===== src/rtl/tns_pkg.sv =====
// tns_pkg: shared types and constants for the tachometer needle smoother.
// Used by the core and its checker. No dependencies.
package tns_pkg;

  // Default sizing.
  localparam int FRAC_BITS_DEF    = 8;
  localparam int SWEEP_TENTHS_DEF = 1800;

  // Field widths.
  localparam int RPM_W     = 16;
  localparam int ANGLE_W   = 11;
  localparam int ZONE_W    = 2;
  localparam int READOUT_W = 17;
  localparam int QUOT_W    = ANGLE_W + 1;   // one spare bit flags overflow
  localparam int ANGLE_MAX = (1 << ANGLE_W) - 1;

  // Register file.
  localparam int CFG_ADDR_W = 4;
  localparam int CFG_DATA_W = 32;
  localparam logic [1:0] REG_GAUGE_MAX = 2'd0;
  localparam logic [1:0] REG_AMBER     = 2'd1;
  localparam logic [1:0] REG_REDLINE   = 2'd2;
  localparam logic [RPM_W-1:0] GAUGE_MAX_RST = 16'd14000;
  localparam logic [RPM_W-1:0] AMBER_RST     = 16'd10000;
  localparam logic [RPM_W-1:0] REDLINE_RST   = 16'd12000;

  // Smoothing and readout.
  localparam int SNAP_RPM     = 5;
  localparam int READOUT_HALF = 50;
  localparam int READOUT_STEP = 100;
  // floor(y/100) == (y * RECIP_MUL) >> RECIP_SHIFT for y < 91000
  localparam int RECIP_MUL    = 83887;
  localparam int RECIP_SHIFT  = 23;
  localparam int RDQ_W        = 10;

  // Zone codes.
  localparam logic [ZONE_W-1:0] ZONE_NORMAL = 2'd0;
  localparam logic [ZONE_W-1:0] ZONE_AMBER  = 2'd1;
  localparam logic [ZONE_W-1:0] ZONE_RED    = 2'd2;

  typedef enum logic [2:0] {
    ST_IDLE,
    ST_SMOOTH,
    ST_SCALE,
    ST_LOAD,
    ST_DIV,
    ST_DONE
  } state_t;

endpackage


===== src/rtl/tachometer_needle_smoother_core.sv =====
// Tachometer needle smoother, top level: register file, sequencer, smoothing
// datapath and output register. Depends on tns_pkg and tns_div.
//
//   channel  | ports                           | direction | moves
//   ---------+---------------------------------+-----------+------------------------
//   in_      | in_valid/in_ready               | sink      | one raw rpm sample
//   out_     | out_valid/out_ready             | source    | angle, zone, readout,
//            |                                 |           | shift light + flags
//   config   | psel/penable/pwrite/paddr/...   | slave     | three 16-bit registers
//
// Per item, from input transfer to result loaded: smooth, scale multiplies,
// divider load, 12 divider steps, divider done handoff, finish; the divide
// is a 12-step restoring divide by the configured full scale.
// A zero full scale skips the divide and goes from divider load to finish.
// One item at a time: in_ready is high only while the sequencer idles, so
// a new sample is not taken until the last one has passed the finish step.
// The output register decouples the sides: a new sample is taken while a
// result still waits; the finish step holds until that register is free.
// Reset (synchronous, rst_n low) restores register defaults, zeroes the
// smoothed speed and history, so every changed flag is set on the first item.
module tachometer_needle_smoother_core #(
  parameter int FRAC_BITS    = tns_pkg::FRAC_BITS_DEF,
  parameter int SWEEP_TENTHS = tns_pkg::SWEEP_TENTHS_DEF
) (
  input  logic                                clk,
  input  logic                                rst_n,
  // sample channel
  input  logic                                in_valid,
  output logic                                in_ready,
  input  logic [tns_pkg::RPM_W-1:0]           in_rpm_sample,
  // result channel
  output logic                                out_valid,
  input  logic                                out_ready,
  output logic [tns_pkg::ANGLE_W-1:0]         out_needle_angle,
  output logic                                out_angle_changed,
  output logic [tns_pkg::ZONE_W-1:0]          out_speed_zone,
  output logic                                out_zone_changed,
  output logic [tns_pkg::READOUT_W-1:0]       out_readout_value,
  output logic                                out_readout_changed,
  output logic                                out_shift_light,
  output logic                                out_shift_changed,
  // register port
  input  logic                                psel,
  input  logic                                penable,
  input  logic                                pwrite,
  input  logic [tns_pkg::CFG_ADDR_W-1:0]      paddr,
  input  logic [tns_pkg::CFG_DATA_W-1:0]      pwdata,
  output logic [tns_pkg::CFG_DATA_W-1:0]      prdata,
  output logic                                pready
);

  localparam int RW    = tns_pkg::RPM_W;
  localparam int SW_W  = RW + FRAC_BITS;                 // smoothed speed width
  localparam int SWW   = $clog2(SWEEP_TENTHS + 1);
  localparam int PW    = SW_W + SWW;                     // speed * sweep
  localparam int QW    = tns_pkg::QUOT_W;
  localparam int WW    = ((PW + 2) > (SW_W + QW)) ? (PW + 2) : (SW_W + QW);
  localparam int LIM   = (SWEEP_TENTHS > tns_pkg::ANGLE_MAX) ?
                         tns_pkg::ANGLE_MAX : SWEEP_TENTHS;
  localparam int RDP_W = 2 * tns_pkg::READOUT_W;

  // ---------------- register file ----------------
  logic [RW-1:0] gmax_r, amber_r, red_r;
  logic          cfg_wr;

  assign pready = 1'b1;
  assign cfg_wr = psel & penable & pwrite;

  always_ff @(posedge clk) begin
    if (!rst_n) begin
      gmax_r  <= tns_pkg::GAUGE_MAX_RST;
      amber_r <= tns_pkg::AMBER_RST;
      red_r   <= tns_pkg::REDLINE_RST;
    end else if (cfg_wr) begin
      case (paddr[3:2])
        tns_pkg::REG_GAUGE_MAX: gmax_r  <= pwdata[RW-1:0];
        tns_pkg::REG_AMBER:     amber_r <= pwdata[RW-1:0];
        tns_pkg::REG_REDLINE:   red_r   <= pwdata[RW-1:0];
        default: ;
      endcase
    end
  end

  always_comb begin
    case (paddr[3:2])
      tns_pkg::REG_GAUGE_MAX: prdata = tns_pkg::CFG_DATA_W'(gmax_r);
      tns_pkg::REG_AMBER:     prdata = tns_pkg::CFG_DATA_W'(amber_r);
      tns_pkg::REG_REDLINE:   prdata = tns_pkg::CFG_DATA_W'(red_r);
      default:                prdata = '0;
    endcase
  end

  // ---------------- sequencer ----------------
  tns_pkg::state_t state_r, state_nxt;
  logic            div_start, div_done;
  logic [QW-1:0]   div_quot;
  logic            out_free;

  assign out_free = !out_valid || out_ready;

  always_comb begin
    state_nxt = state_r;
    case (state_r)
      tns_pkg::ST_IDLE:   if (in_valid) state_nxt = tns_pkg::ST_SMOOTH;
      tns_pkg::ST_SMOOTH: state_nxt = tns_pkg::ST_SCALE;
      tns_pkg::ST_SCALE:  state_nxt = tns_pkg::ST_LOAD;
      // zero full scale: no divide, angle forced to zero
      tns_pkg::ST_LOAD:   state_nxt = (gmax_r == '0) ? tns_pkg::ST_DONE : tns_pkg::ST_DIV;
      tns_pkg::ST_DIV:    if (div_done) state_nxt = tns_pkg::ST_DONE;
      tns_pkg::ST_DONE:   if (out_free) state_nxt = tns_pkg::ST_IDLE;
      default:            state_nxt = tns_pkg::ST_IDLE;
    endcase
  end

  always_comb begin
    in_ready  = (state_r == tns_pkg::ST_IDLE);
    div_start = (state_r == tns_pkg::ST_LOAD) && (gmax_r != '0);
  end

  always_ff @(posedge clk) begin
    if (!rst_n) begin
      state_r <= tns_pkg::ST_IDLE;
    end else begin
      state_r <= state_nxt;
    end
  end

  // ---------------- sample capture (clamped to full scale) ----------------
  logic [RW-1:0] rpm_r;

  always_ff @(posedge clk) begin
    if (in_valid && in_ready) begin
      rpm_r <= (in_rpm_sample > gmax_r) ? gmax_r : in_rpm_sample;
    end
  end

  // ---------------- smoothing step ----------------
  logic [SW_W-1:0] smooth_r;
  logic [SW_W-1:0] tgt, s_step, step_gap, snap_lim, smooth_nxt;
  logic [SW_W:0]   dn_sum;

  always_comb begin
    tgt      = {rpm_r, {FRAC_BITS{1'b0}}};
    snap_lim = SW_W'(tns_pkg::SNAP_RPM) << FRAC_BITS;
    // moving down rounds the step away from zero (floor of a negative quarter)
    dn_sum   = {1'b0, smooth_r - tgt} + (SW_W + 1)'(3);
    if (tgt >= smooth_r) begin
      s_step = smooth_r + ((tgt - smooth_r) >> 2);
    end else begin
      s_step = smooth_r - {1'b0, dn_sum[SW_W:2]};
    end
    step_gap   = (tgt >= s_step) ? (tgt - s_step) : (s_step - tgt);
    smooth_nxt = (step_gap < snap_lim) ? tgt : s_step;
  end

  always_ff @(posedge clk) begin
    if (!rst_n) begin
      smooth_r <= '0;
    end else if (state_r == tns_pkg::ST_SMOOTH) begin
      smooth_r <= smooth_nxt;
    end
  end

  // ---------------- zone, shift light, readout ----------------
  logic [tns_pkg::ZONE_W-1:0]    zone_r;
  logic                          lit_r;
  logic [tns_pkg::RDQ_W-1:0]     rdq_r;
  logic [tns_pkg::READOUT_W-1:0] readout_r;
  logic [tns_pkg::READOUT_W-1:0] rd_sum;
  logic [RDP_W-1:0]              rd_prod;

  assign rd_sum  = tns_pkg::READOUT_W'(rpm_r) + tns_pkg::READOUT_W'(tns_pkg::READOUT_HALF);
  assign rd_prod = RDP_W'(rd_sum) * RDP_W'(tns_pkg::RECIP_MUL);

  always_ff @(posedge clk) begin
    if (state_r == tns_pkg::ST_SMOOTH) begin
      // red wins over amber regardless of threshold order
      lit_r  <= (rpm_r >= red_r);
      zone_r <= (rpm_r >= red_r)   ? tns_pkg::ZONE_RED :
                (rpm_r >= amber_r) ? tns_pkg::ZONE_AMBER : tns_pkg::ZONE_NORMAL;
      rdq_r  <= rd_prod[tns_pkg::RECIP_SHIFT +: tns_pkg::RDQ_W];
    end
    if (state_r == tns_pkg::ST_SCALE) begin
      readout_r <= tns_pkg::READOUT_W'(tns_pkg::READOUT_W'(rdq_r) *
                                       tns_pkg::READOUT_W'(tns_pkg::READOUT_STEP));
    end
  end

  // ---------------- angle: round(S*sweep / (max<<F)) ----------------
  logic [PW-1:0] prod_r;
  logic [WW-1:0] div_num, div_dvs;

  always_ff @(posedge clk) begin
    if (state_r == tns_pkg::ST_SCALE) begin
      prod_r <= PW'(smooth_r) * PW'(SWEEP_TENTHS);
    end
  end

  // (2*S*sweep + den) / (2*den), den = max << F
  assign div_num = WW'({prod_r, 1'b0}) + WW'({gmax_r, {FRAC_BITS{1'b0}}});
  assign div_dvs = WW'({gmax_r, {(FRAC_BITS + 1){1'b0}}});

  tns_div #(
    .WW (WW),
    .QW (QW)
  ) u_div (
    .clk   (clk),
    .rst_n (rst_n),
    .start (div_start),
    .num   (div_num),
    .dvs   (div_dvs),
    .done  (div_done),
    .quot  (div_quot)
  );

  // quotient top bit set means at least 2^ANGLE_W: saturates with the rest
  logic [tns_pkg::ANGLE_W-1:0] angle;

  always_comb begin
    if (gmax_r == '0) begin
      angle = '0;
    end else if (div_quot > QW'(LIM)) begin
      angle = tns_pkg::ANGLE_W'(LIM);
    end else begin
      angle = div_quot[tns_pkg::ANGLE_W-1:0];
    end
  end

  // ---------------- history and output register ----------------
  logic                          hist_r;
  logic [tns_pkg::ANGLE_W-1:0]   last_angle_r;
  logic [tns_pkg::ZONE_W-1:0]    last_zone_r;
  logic [tns_pkg::READOUT_W-1:0] last_readout_r;
  logic                          shift_r;
  logic                          out_valid_r;
  logic                          finish;

  assign finish    = (state_r == tns_pkg::ST_DONE) && out_free;
  assign out_valid = out_valid_r;

  always_ff @(posedge clk) begin
    if (!rst_n) begin
      hist_r         <= 1'b0;
      last_angle_r   <= '0;
      last_zone_r    <= tns_pkg::ZONE_NORMAL;
      last_readout_r <= '0;
      shift_r        <= 1'b0;
      out_valid_r    <= 1'b0;
    end else begin
      if (out_valid_r && out_ready) begin
        out_valid_r <= 1'b0;
      end
      if (finish) begin
        hist_r         <= 1'b1;
        last_angle_r   <= angle;
        last_zone_r    <= zone_r;
        last_readout_r <= readout_r;
        shift_r        <= lit_r;
        out_valid_r    <= 1'b1;
      end
    end
  end

  always_ff @(posedge clk) begin
    if (finish) begin
      out_needle_angle    <= angle;
      out_angle_changed   <= !hist_r || (angle != last_angle_r);
      out_speed_zone      <= zone_r;
      out_zone_changed    <= !hist_r || (zone_r != last_zone_r);
      out_readout_value   <= readout_r;
      out_readout_changed <= !hist_r || (readout_r != last_readout_r);
      out_shift_light     <= lit_r;
      out_shift_changed   <= !hist_r || (lit_r != shift_r);
    end
  end

endmodule


===== src/rtl/tns_div.sv =====
// tns_div: iterative restoring divider, one quotient bit per cycle.
// Depends on nothing; sized by the core.
module tns_div #(
  parameter int WW = 48,
  parameter int QW = 12
) (
  input  logic          clk,
  input  logic          rst_n,
  input  logic          start,
  input  logic [WW-1:0] num,
  input  logic [WW-1:0] dvs,
  output logic          done,
  output logic [QW-1:0] quot
);

  localparam int CW = (QW > 1) ? $clog2(QW) : 1;

  logic          busy_r;
  logic          done_r;
  logic [WW-1:0] rem_r;
  logic [WW-1:0] dvs_r;
  logic [QW-1:0] quot_r;
  logic [CW-1:0] cnt_r;
  logic          fit;

  assign fit  = (rem_r >= dvs_r);
  assign done = done_r;
  assign quot = quot_r;

  always_ff @(posedge clk) begin
    if (!rst_n) begin
      busy_r <= 1'b0;
      done_r <= 1'b0;
    end else begin
      done_r <= 1'b0;
      if (start) begin
        busy_r <= 1'b1;
      end else if (busy_r && (cnt_r == '0)) begin
        busy_r <= 1'b0;
        done_r <= 1'b1;
      end
    end
  end

  always_ff @(posedge clk) begin
    if (start) begin
      rem_r  <= num;
      dvs_r  <= dvs << (QW - 1);
      quot_r <= '0;
      cnt_r  <= CW'(QW - 1);
    end else if (busy_r) begin
      if (fit) begin
        rem_r <= rem_r - dvs_r;
      end
      quot_r <= {quot_r[QW-2:0], fit};
      dvs_r  <= dvs_r >> 1;
      cnt_r  <= cnt_r - CW'(1);
    end
  end

endmodule


===== config.mk =====
export PLATFORM = sky130hd
export DESIGN_NAME = tachometer_needle_smoother_core
export DESIGN_NICKNAME = d
export VERILOG_FILES = /design/src/rtl/tns_pkg.sv /design/src/rtl/tachometer_needle_smoother_core.sv /design/src/rtl/tns_div.sv
export SDC_FILE = /design/constraint.sdc
export NUM_CORES = 1
export LEC_CHECK = 0
export BUFFER_PORTS_ARGS = -buffer_cell sky130_fd_sc_hd__buf_4
export CAP_MARGIN = 40
export CORE_MARGIN = 2
export CORE_UTILIZATION = 40
export CTS_CLUSTER_SIZE = 14
export DETAILED_ROUTE_END_ITERATION = 8
export SYNTH_ARGS = -nofsm -noshare
export SYNTH_HDL_FRONTEND = slang
export SYNTH_SLANG_ARGS = --single-unit

===== constraint.sdc =====
create_clock -name clk -period 9.7 [get_ports clk]
set_clock_uncertainty 0.05 [all_clocks]
set_input_delay 0.97 -clock clk [delete_from_list [all_inputs] [get_ports clk]]
set_output_delay 0.97 -clock clk [all_outputs]
set_load 0.02 [all_outputs]

# Yosys cells after proc, flatten, opt, wreduce, memory -nomap -nowiden
# Index checks and enable logic that the tools add are counted.
# op_classes
eq_ne	14
n_reduce_logical	27
n_mux	23
bitwise	3
shifts	0
mul	3
addsub	11
div	0
magnitude_cmp	8
# ops
cell	count
two-way mux 37 bit	3
subtractor 24 bit	4
two-way mux 24 bit	3
two-way mux 36 bit	2
>= comparator 24 bit	2
one-hot mux 16 bit (3 select lines)	1
adder 36 x 24 -> 37 bit	1
>= comparator 37 x 36 -> 1 bit	1
subtractor 37 x 36 -> 37 bit	1
multiplier 17 x 17 -> 33 bit (second input constant)	1
>= comparator 16 bit	2
multiplier 24 x 8 -> 32 bit (second input constant)	1
adder 24 x 2 -> 25 bit (second input constant)	1
adder 24 x 22 -> 24 bit	1
< comparator 24 x 11 -> 1 bit (second input constant)	1
subtractor 24 x 23 -> 24 bit	1
two-way mux 11 bit	2
one-hot mux 3 bit (6 select lines)	1
adder 16 x 6 -> 17 bit (second input constant)	1
> comparator 16 bit	1
logical NOT 16 bit	1
two-way mux 16 bit	1
nonzero test 16 bit	1
multiplier 10 x 5 -> 15 bit (second input constant)	1
27 further kinds	54
# totals
memories	0
output_inout_bits	70
ram_bits	0
elab_cells	121
ff_bits	306
latch_bits	0
in_bits	59
mem_bits_ro	0

# Depth between registers and ports, before layout
# logic_depth
word_depth	8
ltp_mapped	45
depth_no_buf	40

# By module
# Synthesis repeated with hierarchy kept, for this count alone.
# unflattened
hier_cells	3483
hier_area_um2	31516.5
# modules_own_cells
module	area_each_um2	instances	seq_area_each_um2	cells_per_inst
tachometer_needle_smoother_core	25619.6	1	5395.2	2856
tns_div	5896.9	1	2472.4	627

# Worst setup path before layout
# Ideal clock, no wire load.
# synth_path
path_kind	flip-flop to flip-flop
startpoint	register smooth_r[8]
endpoint	register smooth_r[19]
period_less_slack_ns	9.440
path_slack_ns	0.260
path_buffers	4
setup_time_ns	0.156
required_ns	9.494
arrival_ns	9.234
path_stages_with_launch	44
cell_sequence	dfxtp_1 -> inv_1 -> ha_1 -> fa_1 -> a31o_2 -> a21o_1 -> a2111oi_0 -> nor4_1 -> nor2_1 -> a21oi_1 -> nand4_1 -> nand3_1 -> o21ai_0 -> clkbuf_1 -> clkbuf_1 -> a22oi_1 -> xnor2_1 -> ha_1 -> [8 not listed] -> inv_1 -> fa_1 -> a21oi_1 -> o21bai_1 -> a21o_1 -> a31o_2 -> a211oi_1 -> o21ai_0 -> a41o_1 -> nor2_1 -> o21ai_0 -> a31o_1 -> or4_1 -> or4b_1 -> buf_4 -> buf_6 -> mux2i_1 -> a21oi_1
# synth_via
elab_chain_cells	8
word_cells_on_any_way	13
cone_classes	7 x add/sub; 3 x order compare; 3 x mux
# synth_lines
item	line_no	text
start, declared	tachometer_needle_smoother_core.sv:138	logic [SW_W-1:0] smooth_r;
start signal, assigned	tachometer_needle_smoother_core.sv:160	smooth_r <= smooth_nxt;
subtractor 24 bit	tachometer_needle_smoother_core.sv:146	dn_sum = {1'b0, smooth_r - tgt} + (SW_W + 1)'(3);
adder 24 x 2 -> 25 bit	tachometer_needle_smoother_core.sv:146	
subtractor 24 x 23 -> 24 bit	tachometer_needle_smoother_core.sv:150	s_step = smooth_r - {1'b0, dn_sum[SW_W:2]};
two-way mux 24 bit (*)	tachometer_needle_smoother_core.sv:147	if (tgt >= smooth_r) begin
subtractor 24 bit / >= comparator 24 bit (equally long branches)	tachometer_needle_smoother_core.sv:152	step_gap = (tgt >= s_step) ? (tgt - s_step) : (s_step - tgt);
two-way mux 24 bit	tachometer_needle_smoother_core.sv:152	
< comparator 24 x 11 -> 1 bit	tachometer_needle_smoother_core.sv:153	smooth_nxt = (step_gap < snap_lim) ? tgt : s_step;
two-way mux 24 bit (*)	tachometer_needle_smoother_core.sv:153	
# Mark *: on every way between the ends. The rest lies on a longest branch, timed or not.
# A chain may end at the register's enable or synchronous reset.

# Worst setup path in the final report
# layout_path
startpoint	register rpm_r[0]
endpoint	register smooth_r[8]
# layout_via
elab_chain_cells	8
word_cells_on_any_way	13
cone_classes	7 x add/sub; 3 x order compare; 3 x mux
# layout_lines
item	line_no	text
start, declared	tachometer_needle_smoother_core.sv:129	logic [RW-1:0] rpm_r;
start signal, assigned	tachometer_needle_smoother_core.sv:133	rpm_r <= (in_rpm_sample > gmax_r) ? gmax_r : in_rpm_sample;
subtractor 24 bit	tachometer_needle_smoother_core.sv:146	
adder 24 x 2 -> 25 bit	tachometer_needle_smoother_core.sv:146	
subtractor 24 x 23 -> 24 bit	tachometer_needle_smoother_core.sv:150	
two-way mux 24 bit	tachometer_needle_smoother_core.sv:147	
subtractor 24 bit / >= comparator 24 bit (equally long branches)	tachometer_needle_smoother_core.sv:152	
two-way mux 24 bit	tachometer_needle_smoother_core.sv:152	
< comparator 24 x 11 -> 1 bit	tachometer_needle_smoother_core.sv:153	
two-way mux 24 bit (*)	tachometer_needle_smoother_core.sv:153	
# Marked as above.

==> impl_summary.log <==
INFO  metric status = finished, final reports clean
INFO  metric grt_overflow = 0
INFO  metric groute.layer.met3.usage = 1.62%
INFO  metric seqCellArea = 7750 um2
INFO  metric worst_slew_pin_slew = 0.896 ns
INFO  metric drv.max_cap_violation_count = 0
INFO  metric share_of_cells_above_drive_strength_1 = 9.47%
INFO  metric timing.critical_path.required = 10.13 ns
INFO  metric ctsHoldBuffers = 0
INFO  metric drtAntennaViolNets = 0
INFO  metric tritoncts = built
INFO  metric timing.fmax = 0.107 GHz
INFO  metric drt_iter0_drc = 1,491
INFO  metric chipWidth = 281 um
INFO  metric yosys_warning_count = 0
INFO  metric cts.root.buffer_cell = clkbuf_16
INFO  metric post_synth_instance_area = 30,600 um2
INFO  metric routed_wirelength = 79,900 um
INFO  metric antennaDiodeCount = 0
INFO  metric critPathCaptureType = register
INFO  metric grt.met1_usage = 28.9%
INFO  metric grt.met2_usage = 33.9%
INFO  metric dp.final_hpwl = 63,000 um
INFO  metric crit_fanout = 27
INFO  metric design.core.area = 75,800 um2
INFO  metric final-setup-viol-count = 0
INFO  metric post_synth_inst_count = 3,371
INFO  metric synth.area.top_cells = ha_1, edfxtp_1, fa_1
INFO  metric top_level_ports = 129
INFO  metric max_slew_margin = 39.9%
INFO  metric io_buffers = 91
INFO  metric detail_route.vias_per_cell = 5.26
INFO  metric worst_setup_hold_path_clk_slew = 0.06 ns
INFO  metric maxSlewViolCount = 0
INFO  metric netlist-cell-type-count = 88
INFO  metric die_y_extent = 281 um
INFO  metric die_area = 78,700 um2
INFO  metric async_flop_share = 0%
INFO  metric busiest_layer = met2
INFO  metric cts-htree-levels = 2
INFO  metric syn2layout_area_growth = 11.6%
INFO  metric place_ws = 0.114 ns
INFO  metric setup.worst_path.start_class = register
INFO  metric fin_hold_ws = 0.417 ns
INFO  metric place.gp.congestion = 0.913
INFO  metric yosysTopAreaCellShare = 19.2%
INFO  metric cp_slowest_stage_delay = 0.56 ns
INFO  metric sequential_to_total_area_share_from_yosys_stat = 25.3%
INFO  metric timing_worst_setup_path_type = register to register
INFO  metric starting_density = 40.3%
INFO  metric insertion_delay = 0.56 ns
INFO  metric route.vias.total = 23,800
INFO  metric synth_largest_area_cell = ha_1
INFO  metric min_period = 9.37 ns
INFO  metric drt_pass1_iterations = 5
INFO  metric worst_path_max_delay_cell = or4b_4
INFO  metric initial_antenna_violation_count = 0
INFO  metric synth-main-ff-cell = edfxtp_1
INFO  metric pin_count_of_the_biggest_net_entering_global_routing = 73
INFO  metric drc = 0
INFO  metric syn-mean-instance-area = 9.08 um2
INFO  metric fillCellCount = 7,399
INFO  metric synth-edff-count = 162
INFO  metric multi_input_area = 20,800 um2
INFO  metric final_hold_viol_count = 0
INFO  metric cts-root-to-sink-buffers = 3
INFO  metric hp-class = register to register
INFO  metric cts_sinks = 306
INFO  metric setup_slack = 0.327 ns
INFO  metric grt_first_pass_wirelength = 127,000 um
INFO  metric tritoncts.num_buffers = 36
INFO  metric fp_rows = 101
INFO  metric routed_wire_length_per_instance = 17.7 um
INFO  metric arrival = 9.80 ns
INFO  metric grt_pass1_vias = 23,000
INFO  metric yosys_register_bits = 306
INFO  metric layout.nets = 4,209
INFO  metric finalCritPeriodShare = 96.6%
INFO  metric globalRouteTotalUtil = 20.4%
-- critical path, delay by kind of cell (launching register included) --
kind                     cells  cell delay (ns)
multiplexers                 1             0.38
adder cells (fa/ha/maj)      4             1.29
flip-flops                   1             0.42
AO/OA/AOI/OAI               14             3.06
buffers and inverters        5             0.71
XOR/XNOR                     2             0.41
AND/OR/NAND/NOR             13             2.94
-- state kept, by name, summed over array words and instances, names as in the netlist, 2 cells and up --
name / count
u_div.rem_r: 37
u_div.dvs_r: 36
prod_r: 32
smooth_r: 24
amber_r: 16
gmax_r: 16
red_r: 16
rpm_r: 16
last_readout_r: 15
out_readout_value: 15
readout_r: 15
u_div.quot: 12
last_angle_r: 11
out_needle_angle: 11
rdq_r: 10
u_div.cnt_r: 4
state_r: 3
last_zone_r: 2
out_speed_zone: 2
zone_r: 2
-- layout by cell type, fill, tap and decap left out, drive strengths merged, types with 18 or more instances in the layout --
master,synthesis,routed
o21a,30,30
nand2,263,263
a31oi,19,19
fa,169,169
a21oi,237,237
and3,28,28
clkbuf,85,44
inv,458,458
nand3,77,77
buf,30,200
nand4,33,33
o211ai,37,37
mux2,18,18
edfxtp,162,162
o21ai,138,138
clkinv,1,19
nor2,209,209
dfxtp,144,144
conb,2,19
nor4,19,19
xor2,66,66
xnor2,170,170
a21o,80,80
nor2b,37,37
ha,470,470
a211oi,20,20
nor3,76,76
mux2i,74,74
o21bai,20,20
nand2b,23,23
-- layer usage --
metal	vias to the layer above	wire, um
li1	11900	-
met1	11300	38300
met2	489	36800
met3	85	3430
met4	0	1450
met5	-	0
-- layout make-up --
type | count | share of cell area (%)
Clock buffer | 44 | 2.85
Tap cell | 978 | 3.58
Sequential cell | 306 | 22.7
Clock inverter | 21 | 0.509
Multi-Input combinational cell | 2508 | 60.9
Inverter | 459 | 5.05
Timing Repair Buffer | 200 | 4.46
-- synth_stat cells, types with 6 or more instances --
cell and number:
o21a_1 30, clkbuf_1 85, o21ai_0 131, ha_1 470
mux2i_1 74, a21oi_1 236, a31o_2 6, dfxtp_1 144
o31ai_1 14, or3_1 10, o21ai_1 7, o211ai_1 37
nor3_1 75, buf_4 20, xnor2_1 170, nor4_1 18
and2_1 10, nand2b_1 23, mux2_2 18, xor2_1 66
nand2_1 262, o21bai_1 20, o31a_1 7, a21boi_0 8
nand3b_1 6, and3_1 28, edfxtp_1 162, or4_1 7
or2_2 11, fa_1 169, nor3b_1 9, nor2b_1 37
inv_1 457, a31oi_1 19, nand3_1 77, nand4_1 33
a211oi_1 17, nor2_1 208, o22ai_1 9, a21o_1 80
-- cell families (layout without fill, tap and decap cells) --
kind of cell | Yosys count | in the layout | share of synthesized area [%]
adders and majority gates | 639 | 639 | 30.3
buffers and inverters | 574 | 724 | 7.35
and+or+nand+nor | 834 | 834 | 12.9
other | 2 | 19 | 0.0245
DFF | 306 | 306 | 25.3
AOI/OAI and AO/OA | 688 | 688 | 14.3
muxes | 92 | 92 | 3.08
xor gates and xnor gates | 236 | 236 | 6.76
-- per-stage QoR --
stage / TNS [ns] / instances / instance area (um2) / utilization, %
after floorplan: 0 / 3388 / 30700 / -
after global placement: 0 / 4444 / 32900 / 43.3
after detailed placement: 0 / 4448 / 32900 / 43.4
after CTS: 0 / 4513 / 34000 / 44.9
after global routing: -0.0506 / 4516 / 34100 / 45.0
final: 0 / 4516 / 34100 / 45.0
-- final timing paths --
check	cells past startpoint	slack (ns)	start	end
max	39	0.33	rpm_r[0]	smooth_r[8]
min	2	0.42	last_readout_r[9]	last_readout_r[9]
max reg2reg	39	0.33	rpm_r[0]	smooth_r[8]
min reg2reg	2	0.42	last_readout_r[9]	last_readout_r[9]
-- what timing repair did --
item                       in CTS  in global routing
setup buffers                   0                  3
resized for setup               0                 23
setup endpoints to repair       0                 24
Power is not shown: default switching activity piles up to over one toggle a cycle in this logic, so the estimate is an artifact.
